**src/hdl/cdsc_pkg.sv**
```systemverilog
// Package for the calendar day serial converter.
// Holds field widths, operation, option and error codes, the sequencer states
// and the month tables. Depends on nothing.
package cdsc_pkg;

    localparam int YEAR_W  = 12;
    localparam int MONTH_W = 4;
    localparam int DAY_W   = 5;
    localparam int SER_IO_W = 18;
    // Internal serial width covers every allowed pair of base and last year.
    localparam int SER_W   = 19;
    localparam int DOY_W   = 9;
    localparam int OP_W    = 2;
    localparam int OPT_W   = 3;
    localparam int ERR_W   = 3;

    // floor(p / 100) = (p * 5243) >> 19, exact for all 12-bit p.
    localparam int          REC100_W  = 13;
    localparam logic [12:0] REC100    = 13'd5243;
    localparam int          REC100_SH = 19;
    localparam int          Q100_W    = 6;

    // floor(x / 366) = (x * 733431) >> 28, exact for all 19-bit x.
    localparam int          REC366_W  = 20;
    localparam logic [19:0] REC366    = 20'd733431;
    localparam int          REC366_SH = 28;

    localparam logic [OP_W-1:0] OP_TO_SER   = 2'd0;
    localparam logic [OP_W-1:0] OP_FROM_SER = 2'd1;
    localparam logic [OP_W-1:0] OP_ROUND    = 2'd2;
    localparam logic [OP_W-1:0] OP_RSVD     = 2'd3;

    localparam logic [OPT_W-1:0] OPT_NONE       = 3'd0;
    localparam logic [OPT_W-1:0] OPT_FIRST      = 3'd1;
    localparam logic [OPT_W-1:0] OPT_FIRST_NEXT = 3'd2;
    localparam logic [OPT_W-1:0] OPT_LAST_THIS  = 3'd3;
    localparam logic [OPT_W-1:0] OPT_LAST_NEXT  = 3'd4;

    localparam logic [ERR_W-1:0] ERR_OK     = 3'd0;
    localparam logic [ERR_W-1:0] ERR_LOW    = 3'd1;
    localparam logic [ERR_W-1:0] ERR_HIGH   = 3'd2;
    localparam logic [ERR_W-1:0] ERR_DATE   = 3'd3;
    localparam logic [ERR_W-1:0] ERR_OPTION = 3'd4;

    localparam logic [MONTH_W-1:0] MONTH_JAN = 4'd1;
    localparam logic [MONTH_W-1:0] MONTH_FEB = 4'd2;
    localparam logic [MONTH_W-1:0] MONTH_DEC = 4'd12;

    typedef enum logic [3:0] {
        S_IDLE,
        S_CHK,
        S_FIXD,
        S_EST,
        S_JAN,
        S_YEAR,
        S_MONTH,
        S_SER,
        S_DONE
    } t_state;

    // Length of a month; months outside 1..12 read as 31 and are never used.
    function automatic logic [DAY_W-1:0] month_days(input logic leap,
                                                    input logic [MONTH_W-1:0] m);
        logic [DAY_W-1:0] n;
        begin
            case (m)
                4'd2:    n = leap ? 5'd29 : 5'd28;
                4'd4:    n = 5'd30;
                4'd6:    n = 5'd30;
                4'd9:    n = 5'd30;
                4'd11:   n = 5'd30;
                default: n = 5'd31;
            endcase
            return n;
        end
    endfunction

    // Days in the months before month m of a common year.
    function automatic logic [DOY_W-1:0] days_before(input logic [MONTH_W-1:0] m);
        logic [DOY_W-1:0] n;
        begin
            case (m)
                4'd2:    n = 9'd31;
                4'd3:    n = 9'd59;
                4'd4:    n = 9'd90;
                4'd5:    n = 9'd120;
                4'd6:    n = 9'd151;
                4'd7:    n = 9'd181;
                4'd8:    n = 9'd212;
                4'd9:    n = 9'd243;
                4'd10:   n = 9'd273;
                4'd11:   n = 9'd304;
                4'd12:   n = 9'd334;
                default: n = 9'd0;
            endcase
            return n;
        end
    endfunction

endpackage

```
**src/hdl/cdsc_yr_unit.sv**
```systemverilog
// Shared year unit: serial of January 1 of a year and its leap flag.
// Depends on cdsc_pkg.
module cdsc_yr_unit #(
    parameter int BASE_YEAR = 1875
) (
    input  logic [cdsc_pkg::YEAR_W-1:0] i_year,
    output logic [cdsc_pkg::SER_W-1:0]  o_jan1,
    output logic                        o_leap
);
    import cdsc_pkg::*;

    localparam int PB      = BASE_YEAR - 1;
    localparam int LB_BASE = PB / 4 - PB / 100 + PB / 400;

    logic [YEAR_W-1:0]            p;
    logic [YEAR_W+REC100_W-1:0]   prod100;
    logic [Q100_W-1:0]            q100;
    logic [YEAR_W-1:0]            r100;
    logic [YEAR_W-1:0]            lb;
    logic [SER_W-1:0]             yoff;
    logic [SER_W+8:0]             prod365;

    // Leap years below y are counted over p = y - 1.
    assign p       = i_year - YEAR_W'(1);
    assign prod100 = p * REC100;
    assign q100    = prod100[REC100_SH +: Q100_W];
    assign r100    = p - YEAR_W'({q100, 6'd0}) - YEAR_W'({q100, 5'd0})
                       - YEAR_W'({q100, 2'd0});
    assign lb      = YEAR_W'(p[YEAR_W-1:2]) - YEAR_W'(q100) + YEAR_W'(q100[Q100_W-1:2]);

    // y divisible by 4 when p ends in 3; by 100 when p mod 100 is 99,
    // and then by 400 when y / 100 = q100 + 1 is a multiple of four.
    assign o_leap  = (p[1:0] == 2'b11) &&
                     ((r100 != YEAR_W'(99)) || (q100[1:0] == 2'b11));

    assign yoff    = SER_W'(i_year) - SER_W'(BASE_YEAR);
    assign prod365 = yoff * 9'd365;
    assign o_jan1  = prod365[SER_W-1:0] + SER_W'(lb) - SER_W'(LB_BASE) + SER_W'(1);

endmodule

```
**src/hdl/calendar_day_serial_converter_top.sv**
```systemverilog
// Top level of the calendar day serial converter: request handshakes,
// sequencer and output register. Depends on cdsc_pkg and cdsc_yr_unit.
//
//  Channel | Handshake          | Payload
//  --------+--------------------+--------------------------------------------
//  input   | i_valid / o_ready  | opcode, year, month, day, serial, option
//  output  | o_valid / i_ready  | year, month, day, serial, error code
//
// One request is in work at a time; o_ready is high only while the sequencer
// is idle. A date to serial request runs through the check, serial and done
// states, a rounding request likewise with a month-length fix for some last
// day roundings, and a request refused at acceptance goes straight to done. A
// serial to date request runs the year estimate and its January 1, up to four
// year steps and up to eleven month steps, all through the one shared year unit.
// Reset is synchronous and active low; it clears the sequencer and o_valid.
// A result waits in the output register while o_valid is high and i_ready low;
// the next request is accepted meanwhile and stalls only in its done state.
module calendar_day_serial_converter_top #(
    parameter int BASE_YEAR = 1875,
    parameter int LAST_YEAR = 2250
) (
    input  logic                           i_clk,
    input  logic                           i_rst_n,
    input  logic                           i_valid,
    output logic                           o_ready,
    input  logic [cdsc_pkg::OP_W-1:0]      i_opcode,
    input  logic [cdsc_pkg::YEAR_W-1:0]    i_year_in,
    input  logic [cdsc_pkg::MONTH_W-1:0]   i_month_in,
    input  logic [cdsc_pkg::DAY_W-1:0]     i_day_in,
    input  logic [cdsc_pkg::SER_IO_W-1:0]  i_serial_in,
    input  logic [cdsc_pkg::OPT_W-1:0]     i_round_option,
    output logic                           o_valid,
    input  logic                           i_ready,
    output logic [cdsc_pkg::YEAR_W-1:0]    o_year_out,
    output logic [cdsc_pkg::MONTH_W-1:0]   o_month_out,
    output logic [cdsc_pkg::DAY_W-1:0]     o_day_out,
    output logic [cdsc_pkg::SER_IO_W-1:0]  o_serial_out,
    output logic [cdsc_pkg::ERR_W-1:0]     o_error_code
);
    import cdsc_pkg::*;

    // Serial of the last representable day, LAST_YEAR-12-31.
    localparam int PB         = BASE_YEAR - 1;
    localparam int PL         = LAST_YEAR;
    localparam int MAX_SERIAL = (LAST_YEAR + 1 - BASE_YEAR) * 365
                                + (PL / 4 - PL / 100 + PL / 400)
                                - (PB / 4 - PB / 100 + PB / 400);

    localparam int EST_W = SER_W + REC366_W - REC366_SH;

    t_state               r_state, n_state;
    logic [OP_W-1:0]      r_op, n_op;
    logic [OPT_W-1:0]     r_opt, n_opt;
    logic [YEAR_W-1:0]    r_year, n_year;
    logic [MONTH_W-1:0]   r_month, n_month;
    logic [DAY_W-1:0]     r_day, n_day;
    logic [SER_W-1:0]     r_ser, n_ser;
    logic [SER_W-1:0]     r_jan1, n_jan1;
    logic [DOY_W-1:0]     r_rem, n_rem;
    logic [ERR_W-1:0]     r_err, n_err;

    logic                 r_out_valid, n_out_valid;
    logic [YEAR_W-1:0]    r_out_year, n_out_year;
    logic [MONTH_W-1:0]   r_out_month, n_out_month;
    logic [DAY_W-1:0]     r_out_day, n_out_day;
    logic [SER_IO_W-1:0]  r_out_ser, n_out_ser;
    logic [ERR_W-1:0]     r_out_err, n_out_err;

    // Shared year unit and its operand select.
    logic [YEAR_W-1:0]    u_year;
    logic [SER_W-1:0]     u_jan1;
    logic                 u_leap;

    logic                 in_acc;
    logic [DAY_W-1:0]     md;
    logic                 nm_ok;
    logic [YEAR_W-1:0]    nm_year;
    logic [MONTH_W-1:0]   nm_month;
    logic [SER_W+REC366_W-1:0] est_prod;
    logic [EST_W-1:0]     est_q;
    logic [SER_W-1:0]     doy_full;

    cdsc_yr_unit #(
        .BASE_YEAR (BASE_YEAR)
    ) u_yr (
        .i_year (u_year),
        .o_jan1 (u_jan1),
        .o_leap (u_leap)
    );

    // During the year search the unit looks one year ahead; otherwise it
    // works on the current year.
    always_comb begin
        if (r_state == S_YEAR) begin
            u_year = r_year + YEAR_W'(1);
        end else begin
            u_year = r_year;
        end
    end

    assign o_ready = (r_state == S_IDLE);
    assign in_acc  = i_valid && o_ready;

    // Month length of the current month in the year seen by the unit.
    assign md = month_days(u_leap, r_month);

    // Step to the next month; fails past December of the last year.
    assign nm_ok    = !((r_month == MONTH_DEC) && (r_year >= YEAR_W'(LAST_YEAR)));
    assign nm_year  = (r_month == MONTH_DEC) ? r_year + YEAR_W'(1) : r_year;
    assign nm_month = (r_month == MONTH_DEC) ? MONTH_JAN : r_month + MONTH_W'(1);

    // Year estimate BASE_YEAR + (s - 1) / 366 never overshoots the true year.
    assign est_prod = (r_ser - SER_W'(1)) * REC366;
    assign est_q    = est_prod[SER_W+REC366_W-1:REC366_SH];

    // Day of the year once the year search has settled.
    assign doy_full = r_ser - r_jan1 + SER_W'(1);

    always_ff @(posedge i_clk) begin
        if (!i_rst_n) begin
            r_state     <= S_IDLE;
            r_out_valid <= 1'b0;
        end else begin
            r_state     <= n_state;
            r_out_valid <= n_out_valid;
        end
    end

    always_ff @(posedge i_clk) begin
        r_op        <= n_op;
        r_opt       <= n_opt;
        r_year      <= n_year;
        r_month     <= n_month;
        r_day       <= n_day;
        r_ser       <= n_ser;
        r_jan1      <= n_jan1;
        r_rem       <= n_rem;
        r_err       <= n_err;
        r_out_year  <= n_out_year;
        r_out_month <= n_out_month;
        r_out_day   <= n_out_day;
        r_out_ser   <= n_out_ser;
        r_out_err   <= n_out_err;
    end

    always_comb begin
        n_state     = r_state;
        n_op        = r_op;
        n_opt       = r_opt;
        n_year      = r_year;
        n_month     = r_month;
        n_day       = r_day;
        n_ser       = r_ser;
        n_jan1      = r_jan1;
        n_rem       = r_rem;
        n_err       = r_err;
        n_out_valid = r_out_valid && !i_ready;
        n_out_year  = r_out_year;
        n_out_month = r_out_month;
        n_out_day   = r_out_day;
        n_out_ser   = r_out_ser;
        n_out_err   = r_out_err;

        case (r_state)
            S_IDLE: begin
                if (in_acc) begin
                    n_op    = i_opcode;
                    n_opt   = i_round_option;
                    n_year  = i_year_in;
                    n_month = i_month_in;
                    n_day   = i_day_in;
                    n_ser   = SER_W'(i_serial_in);
                    n_err   = ERR_OK;
                    case (i_opcode)
                        OP_TO_SER: begin
                            n_state = S_CHK;
                        end
                        OP_ROUND: begin
                            // The option is checked before the date.
                            if (i_round_option > OPT_LAST_NEXT) begin
                                n_err   = ERR_OPTION;
                                n_state = S_DONE;
                            end else begin
                                n_state = S_CHK;
                            end
                        end
                        OP_FROM_SER: begin
                            if (i_serial_in == '0) begin
                                n_err   = ERR_LOW;
                                n_state = S_DONE;
                            end else if (SER_W'(i_serial_in) > SER_W'(MAX_SERIAL)) begin
                                n_err   = ERR_HIGH;
                                n_state = S_DONE;
                            end else begin
                                n_state = S_EST;
                            end
                        end
                        default: begin
                            n_err   = ERR_OPTION;
                            n_state = S_DONE;
                        end
                    endcase
                end
            end

            S_CHK: begin
                // Range first, then month and day; rounding only on a good date.
                if (r_year < YEAR_W'(BASE_YEAR)) begin
                    n_err   = ERR_LOW;
                    n_state = S_DONE;
                end else if (r_year > YEAR_W'(LAST_YEAR)) begin
                    n_err   = ERR_HIGH;
                    n_state = S_DONE;
                end else if ((r_month < MONTH_JAN) || (r_month > MONTH_DEC) ||
                             (r_day == '0) || (r_day > md)) begin
                    n_err   = ERR_DATE;
                    n_state = S_DONE;
                end else if (r_op == OP_ROUND) begin
                    n_state = S_SER;
                    case (r_opt)
                        OPT_FIRST, OPT_FIRST_NEXT: begin
                            if ((r_opt == OPT_FIRST_NEXT) || (r_day != DAY_W'(1))) begin
                                if (nm_ok) begin
                                    n_year  = nm_year;
                                    n_month = nm_month;
                                    n_day   = DAY_W'(1);
                                end else begin
                                    n_err   = ERR_HIGH;
                                    n_state = S_DONE;
                                end
                            end
                        end
                        OPT_LAST_THIS: begin
                            n_day = md;
                        end
                        OPT_LAST_NEXT: begin
                            if (r_day == md) begin
                                // The new month's length needs the new year's
                                // leap flag, taken in the next state, S_FIXD.
                                if (nm_ok) begin
                                    n_year  = nm_year;
                                    n_month = nm_month;
                                    n_state = S_FIXD;
                                end else begin
                                    n_err   = ERR_HIGH;
                                    n_state = S_DONE;
                                end
                            end else begin
                                n_day = md;
                            end
                        end
                        default: begin
                            n_state = S_SER;
                        end
                    endcase
                end else begin
                    n_state = S_SER;
                end
            end

            S_FIXD: begin
                n_day   = md;
                n_state = S_SER;
            end

            S_EST: begin
                n_year  = YEAR_W'(BASE_YEAR) + YEAR_W'(est_q);
                n_state = S_JAN;
            end

            S_JAN: begin
                n_jan1  = u_jan1;
                n_state = S_YEAR;
            end

            S_YEAR: begin
                // Advance while the next year still starts at or before s.
                if ((r_year < YEAR_W'(LAST_YEAR)) && (u_jan1 <= r_ser)) begin
                    n_year = r_year + YEAR_W'(1);
                    n_jan1 = u_jan1;
                end else begin
                    n_rem   = doy_full[DOY_W-1:0];
                    n_month = MONTH_JAN;
                    n_state = S_MONTH;
                end
            end

            S_MONTH: begin
                if ((r_month < MONTH_DEC) && (r_rem > DOY_W'(md))) begin
                    n_rem   = r_rem - DOY_W'(md);
                    n_month = r_month + MONTH_W'(1);
                end else begin
                    n_day   = r_rem[DAY_W-1:0];
                    n_state = S_SER;
                end
            end

            S_SER: begin
                n_ser = u_jan1 - SER_W'(1) + SER_W'(days_before(r_month))
                        + SER_W'(u_leap && (r_month > MONTH_FEB)) + SER_W'(r_day);
                n_state = S_DONE;
            end

            S_DONE: begin
                // Load the output register once it is free or being emptied.
                if (!r_out_valid || i_ready) begin
                    n_out_valid = 1'b1;
                    n_out_err   = r_err;
                    if (r_err != ERR_OK) begin
                        n_out_year  = '0;
                        n_out_month = '0;
                        n_out_day   = '0;
                        n_out_ser   = '0;
                    end else begin
                        n_out_year  = r_year;
                        n_out_month = r_month;
                        n_out_day   = r_day;
                        n_out_ser   = r_ser[SER_IO_W-1:0];
                    end
                    n_state = S_IDLE;
                end
            end

            default: begin
                n_state = S_IDLE;
            end
        endcase
    end

    assign o_valid      = r_out_valid;
    assign o_year_out   = r_out_year;
    assign o_month_out  = r_out_month;
    assign o_day_out    = r_out_day;
    assign o_serial_out = r_out_ser;
    assign o_error_code = r_out_err;

    // An error result carries an all-zero date and serial.
    a_err_zero: assert property (@(posedge i_clk) disable iff (!i_rst_n)
        (o_valid && (o_error_code != ERR_OK)) |->
            ((o_year_out == '0) && (o_month_out == '0) && (o_day_out == '0) &&
             (o_serial_out == '0)))
        else $error("error result with nonzero fields");

    // A good result is a real date with a nonzero serial.
    a_ok_date: assert property (@(posedge i_clk) disable iff (!i_rst_n)
        (o_valid && (o_error_code == ERR_OK)) |->
            ((o_month_out >= MONTH_JAN) && (o_month_out <= MONTH_DEC) &&
             (o_day_out != '0) && (o_serial_out != '0)))
        else $error("good result is not a valid date");

    // The year estimate never passes the last year during the search.
    a_year_bound: assert property (@(posedge i_clk) disable iff (!i_rst_n)
        (r_state == S_YEAR) |-> (r_year <= YEAR_W'(LAST_YEAR)))
        else $error("year search beyond last year");

    // The month search stays within the year.
    a_month_bound: assert property (@(posedge i_clk) disable iff (!i_rst_n)
        (r_state == S_MONTH) |-> ((r_month >= MONTH_JAN) && (r_month <= MONTH_DEC)))
        else $error("month search out of range");

    // An accepted request keeps the input side closed in the next cycle.
    a_one_in_work: assert property (@(posedge i_clk) disable iff (!i_rst_n)
        in_acc |=> !o_ready)
        else $error("second request accepted while one is in work");

endmodule

```
**config.mk**
```make
export PLATFORM = sky130hd
export DESIGN_NAME = calendar_day_serial_converter_top
export DESIGN_NICKNAME = d
export VERILOG_FILES = /design/src/hdl/cdsc_pkg.sv /design/src/hdl/cdsc_yr_unit.sv /design/src/hdl/calendar_day_serial_converter_top.sv
export SDC_FILE = /design/constraint.sdc
export NUM_CORES = 1
export LEC_CHECK = 0
export ABC_AREA = 1
export BUFFER_PORTS_ARGS = -buffer_cell sky130_fd_sc_hd__buf_2
export CORE_ASPECT_RATIO = 1.5
export CORE_MARGIN = 2
export CORE_UTILIZATION = 28
export DETAILED_ROUTE_END_ITERATION = 12
export PLACE_DENSITY = 0.5
export SETUP_SLACK_MARGIN = 0.2
export SLEW_MARGIN = 10
export SYNTH_ARGS = -nofsm -noshare
export SYNTH_HDL_FRONTEND = slang
export SYNTH_SLANG_ARGS = --single-unit
```
**constraint.sdc**
```tcl
create_clock -name i_clk -period 25.3 [get_ports i_clk]
set_input_delay 2.53 -clock i_clk [delete_from_list [all_inputs] [get_ports i_clk]]
set_output_delay 2.53 -clock i_clk [all_outputs]
set_load 0.1 [all_outputs]
```
Word level (Yosys, flattened, before mapping) --
Memory sizes are Yosys's and may differ from the RTL's. A register that Yosys moved wholly into a read port is not among the register bits. Index checks and enable logic that the tools add are counted.
Word-level totals: register bits 113, ROM bits 144, output and inout port bits 44, word-level logic and storage cells 221, memories kept 1
Cells by class: add/subtract/negate cells 21, $mul 3, order comparisons 13, eq/ne operators 46, mux-type cells 82, reductions and logical operators 39
Memories:
- (no name shown) | words 16, width 9, read ports 1, clocked after Yosys merged registers in 1, write ports 0, line cdsc_pkg.sv:82 | case (m)
Operators by type and width (count):
- 12-bit two-way mux | 11
- 4-bit two-way mux | 27
- 12-bit case mux with 4 select lines | 1
- 5-bit two-way mux | 9
- 20-bit by 21-bit multiplier with 39-bit output, second input constant | 1
- 19-bit case mux with 2 select lines | 1
- 9-bit two-way mux | 4
- 4-bit case mux with 9 select lines | 1
- 9-bit case mux with 2 select lines | 2
- 3-bit two-way mux | 9
- 12-bit by 13-bit multiplier with 25-bit output, second input constant | 1
- 4-bit by 3-bit equality test with 1-bit output, second input constant | 6
- 12-bit case mux with 2 select lines | 1
- 11-bit AND reduction | 2
- 5-bit case mux with 4 select lines | 1
- 19-bit by 1-bit subtractor with 20-bit output, second input constant | 1
- 19-bit by 1-bit adder with 19-bit output | 1
- 19-bit by 1-bit adder with 19-bit output, second input constant | 1
- 19-bit by 12-bit adder with 19-bit output | 1
- 19-bit by 5-bit adder with 19-bit output | 1
- 19-bit by 9-bit adder with 19-bit output | 1
- 19-bit less-or-equal comparator | 1
- 19-bit by 9-bit multiplier with 19-bit output, second input constant | 1
- 19-bit two-way mux | 1
- 72 further kinds | 118

Logic depth before layout (Yosys ltp) --
depth in word-level cells 21, gate-level depth with buffers 94

Cells and area by module --
Synthesis repeated with hierarchy kept, for this count alone.
Unflattened totals: cells, all modules 3147, area, all modules 25079.1 um^2
By module, submodules not included:
- calendar_day_serial_converter_top | instances 1, cells an instance 2057, area an instance 16935.0 um^2, seq. area each 3523.4 um^2
- cdsc_yr_unit | instances 1, cells an instance 1090, area an instance 8144.1 um^2, seq. area each 0.0 um^2

Worst setup path after synthesis --
Ideal clock, no wire load.
path type reg2reg, start point reg r_state[2], end point reg (tool-made name), setup time 0.120 ns, arrival 13.235 ns, slack 11.945 ns, stages on the path, launching flop included 78, path buffers 0, period minus slack after synthesis 13.355 ns, cells stage by stage dfxtp_1 -> inv_2 -> nor2_2 -> nand2_2 -> nand2_1 -> nand2_4 -> inv_1 -> ha_1 -> nand2_2 -> nor2_4 -> nand3_1 -> or2_1 -> xor2_1 -> ha_1 -> ha_1 -> xor2_1 -> ha_1 -> a21oi_1 -> (+42 left out) -> inv_1 -> ha_1 -> nand2_1 -> nor2_1 -> nand2_1 -> inv_1 -> nand4_1 -> nand4_1 -> nand2_1 -> nand3_1 -> nand2_1 -> inv_1 -> nand2_1 -> o21ai_0 -> inv_1 -> ha_1 -> o211ai_1 -> nand2_1
RTL lines:
- start: declaration | line calendar_day_serial_converter_top.sv:51 | t_state r_state, n_state;
- start signal: assignment | line calendar_day_serial_converter_top.sv:124 | r_state <= n_state;

==> run_results.csv <==
group,metric,value,unit
run_status,run_status,"completed",
worst_setup_path,timing.critical_path.slowest_stage_cell,"o21ai_0",
final_layout,drive_gt1_frac,0.06229,
place,routabilityCongestion,0.9614,
synth,synth-edff-count,108,
timing,final_max_slew_viol_count,0,
cts,worstSkewPairLatency,0.47,ns
cts,tritoncts,"done",
synth,syn-num-nets,3912,
global_routing,grt_max_degree,43,
worst_setup_path,setup.worst_path.end_class,"flop",
floorplan,die-area,91490,sq um
routing,remaining_drc_errors,0,
routing,total_via_count_after_detailed_routing,20130,
final_layout,area_growth_syn_to_layout,10.27,%
cts,cts_max_level,4,
timing,relSlewSlack,0.2647,
routing,detailedRoute.firstPassIterationCount,5,
synth,synthDistinctLibCells,58,
floorplan,die_height,369.5,um
routing,drt_wl_total,75950,um
cts,max-clock-path-buffers,2,
cts,cts-root-buf,"clkbuf_16",
synth,synth.cell_area,24930,sq um
synth,syn-mean-instance-area,7.945,sq um
worst_setup_path,crit_path_frequent_cell,"nand2_1",
global_routing,grt_antenna_before_repair,0,
synth,yosys_most_used_dff,"edfxtp_1",
timing,setup-tns-final,0,ns
timing,worst-slew-pin-transition,1.095,ns
global_routing,use_met2,0.3354,
cts,post_cts_resized,0,
global_routing,grt_util_met1,0.1695,
worst_setup_path,wp_data_arrival,15.86,ns
timing,timing.final.setup_violations,0,
place,placement.io_buffers,91,
floorplan,num_io_pins,92,
global_routing,first_global_vias,21420,
cts,clkSlewWorstSetupHoldPaths,0.07,ns
timing,layout_worst_path_cycle_share,0.6128,
final_layout,n_antenna_cell,0,
worst_setup_path,crit_type,"flop to flop",
job,maxCapViolations,0,
final_layout,nets,4020,
min_path,hold_depth,0,
floorplan,row_count,134,
routing,wl_per_cell,17.20,um
global_routing,global_route_total_overflow,0,
timing,period_needed,15.50,ns
timing,finalClockSkew,0.01440,ns
worst_setup_path,timing.reg2reg.worst_path_depth,82,
worst_setup_path,element_type_at_the_critical_path_start,"flop",
timing,timing_hold_violations_final,0,
global_routing,globalRouteMet3Util,0.01284,
synth,synth-async-reset-ratio,0,
final_layout,most-common-layout-cells,"inv_1 (790), nand2_1 (565), ha_1 (460)",
synth,yosysWarningCount,0,
place,dpl_hpwl,67850,um
routing,vias_per_cell,4.560,
cts,cts.repair_timing.setup_buffer_count,0,
global_routing,grt_most_used_layer,"met2",
final_layout,most_frequent_standard_cell_in_the_layout_excluding_fill_and_tap_cells,"inv_1",
cts,cts_hold_repair.buffers,0,
final_layout,postLayoutCoreUtil,0.3106,
global_routing,global_route_wire_length_before_repair,117500,um
routing,drt-initial-drc-count,787,
floorplan,floorplan.initialDensity,0.2816,
timing,maxClockFrequency,64.50,MHz
global_routing,global_route.usage.total,0.1705,
floorplan,die_w,247.6,um
worst_setup_path,worst-path-max-fanout,16,
timing,grt_setup_unrepaired,"false",
worst_setup_path,timing.critical_path.required,25.66,ns
min_path,hold_path_class,"flop to flop",
synth,synth.yosys.seq_area_share,0.1413,
worst_setup_path,timing.critical_path.slowest_cell_delay,0.75,ns
routing,detail-route-antenna-nets,0,
cts,cts-buffers-inserted,17,
synth,synthesis.instances,3138,
cts,cts_sinks,122,
floorplan,core_region_area,88520,sq um
synth,ys_seq_elements,122,
layout make-up:
class | instances | area (sq um)
Inverter | 797 | 2992
Clock inverter | 14 | 160.2
Multi-Input combinational cell | 2200 | 18350
Timing Repair Buffer | 108 | 583.1
Clock buffer | 18 | 439.2
Fill cell | 9632 | 61030
Tap cell | 1156 | 1446
Sequential cell | 122 | 3523
synth_stat cells, drive strengths merged, types with 12 or more instances:
cell | instances | area, sq um
inv | 796 | 2988
nand2 | 586 | 2267
ha | 460 | 5756
fa | 266 | 5325
nor2 | 227 | 932.1
nand3 | 140 | 720.7
a21oi | 129 | 645.6
edfxtp | 108 | 3243
o21ai | 102 | 533.0
xor2 | 75 | 664.4
nor3 | 37 | 185.2
nand4 | 35 | 225.2
xnor2 | 20 | 175.2
clkbuf | 15 | 56.30
dfxtp | 14 | 280.3
nor4 | 14 | 87.58
o211ai | 14 | 105.1
o21bai | 14 | 105.1
a21o | 12 | 90.09
logic make-up after synthesis:
| kind of cell | after synthesis | share of synthesized area |
|---|---|---|
| fa+ha+maj | 726 | 0.4445 |
| compound gates | 322 | 0.07523 |
| flops | 122 | 0.1413 |
| buf+inv | 816 | 0.1234 |
| simple gates | 1057 | 0.1819 |
| xor+xnor | 95 | 0.03368 |
worst max-delay path: cells and delay by family, from the launching register on:
kind            cells  cell delay [ns]
compound gates     11             2.48
xor+xnor            3             0.86
fa+ha+maj          17             6.11
buf+inv            17             1.51
flops               1             0.44
simple gates       34             3.95
state kept, by name, summed over array words and instances (netlist names), 5 cells and up, named ones only:
signal	count
o_day_out	5
o_serial_out	18
o_year_out	12
r_day	5
r_jan1	9
r_rem	9
r_ser	19
r_year	12
final timing paths:
check                                              from                         to  slack (ns)
worst max-delay path            r_state[2]$_SDFFE_PN0P_                       flop        9.80
worst min register to register   r_err[2]$_SDFFCE_PP0P_  o_error_code[2]$_DFFE_PP_        0.44
worst min-delay path             r_err[2]$_SDFFCE_PP0P_  o_error_code[2]$_DFFE_PP_        0.44
worst max register to register  r_state[2]$_SDFFE_PN0P_                       flop        9.80
per-layer routing:
| metal | vias up | share of wire |
|---|---|---|
| met5 | - | 0 |
| met4 | 0 | 0.067 |
| met3 | 150 | 0.017 |
| met2 | 323 | 0.56 |
| met1 | 9549 | 0.36 |
| li1 | 10110 | - |
through the flow:
stage,cells,instance area (sq um),hold WS (ns),setup slack [ns]
after CTS,4415,27490,0.4458,9.711
after global placement,4383,26890,0.4245,10.18
after detailed placement,4383,26890,0.4308,9.758
after global routing,4415,27490,0.4574,8.236
final,4415,27490,0.4440,9.797
after floorplan,3138,24930,0.4174,11.94
Power is not shown: default switching activity piles up to over one toggle a cycle in this logic, so the estimate is an artifact.
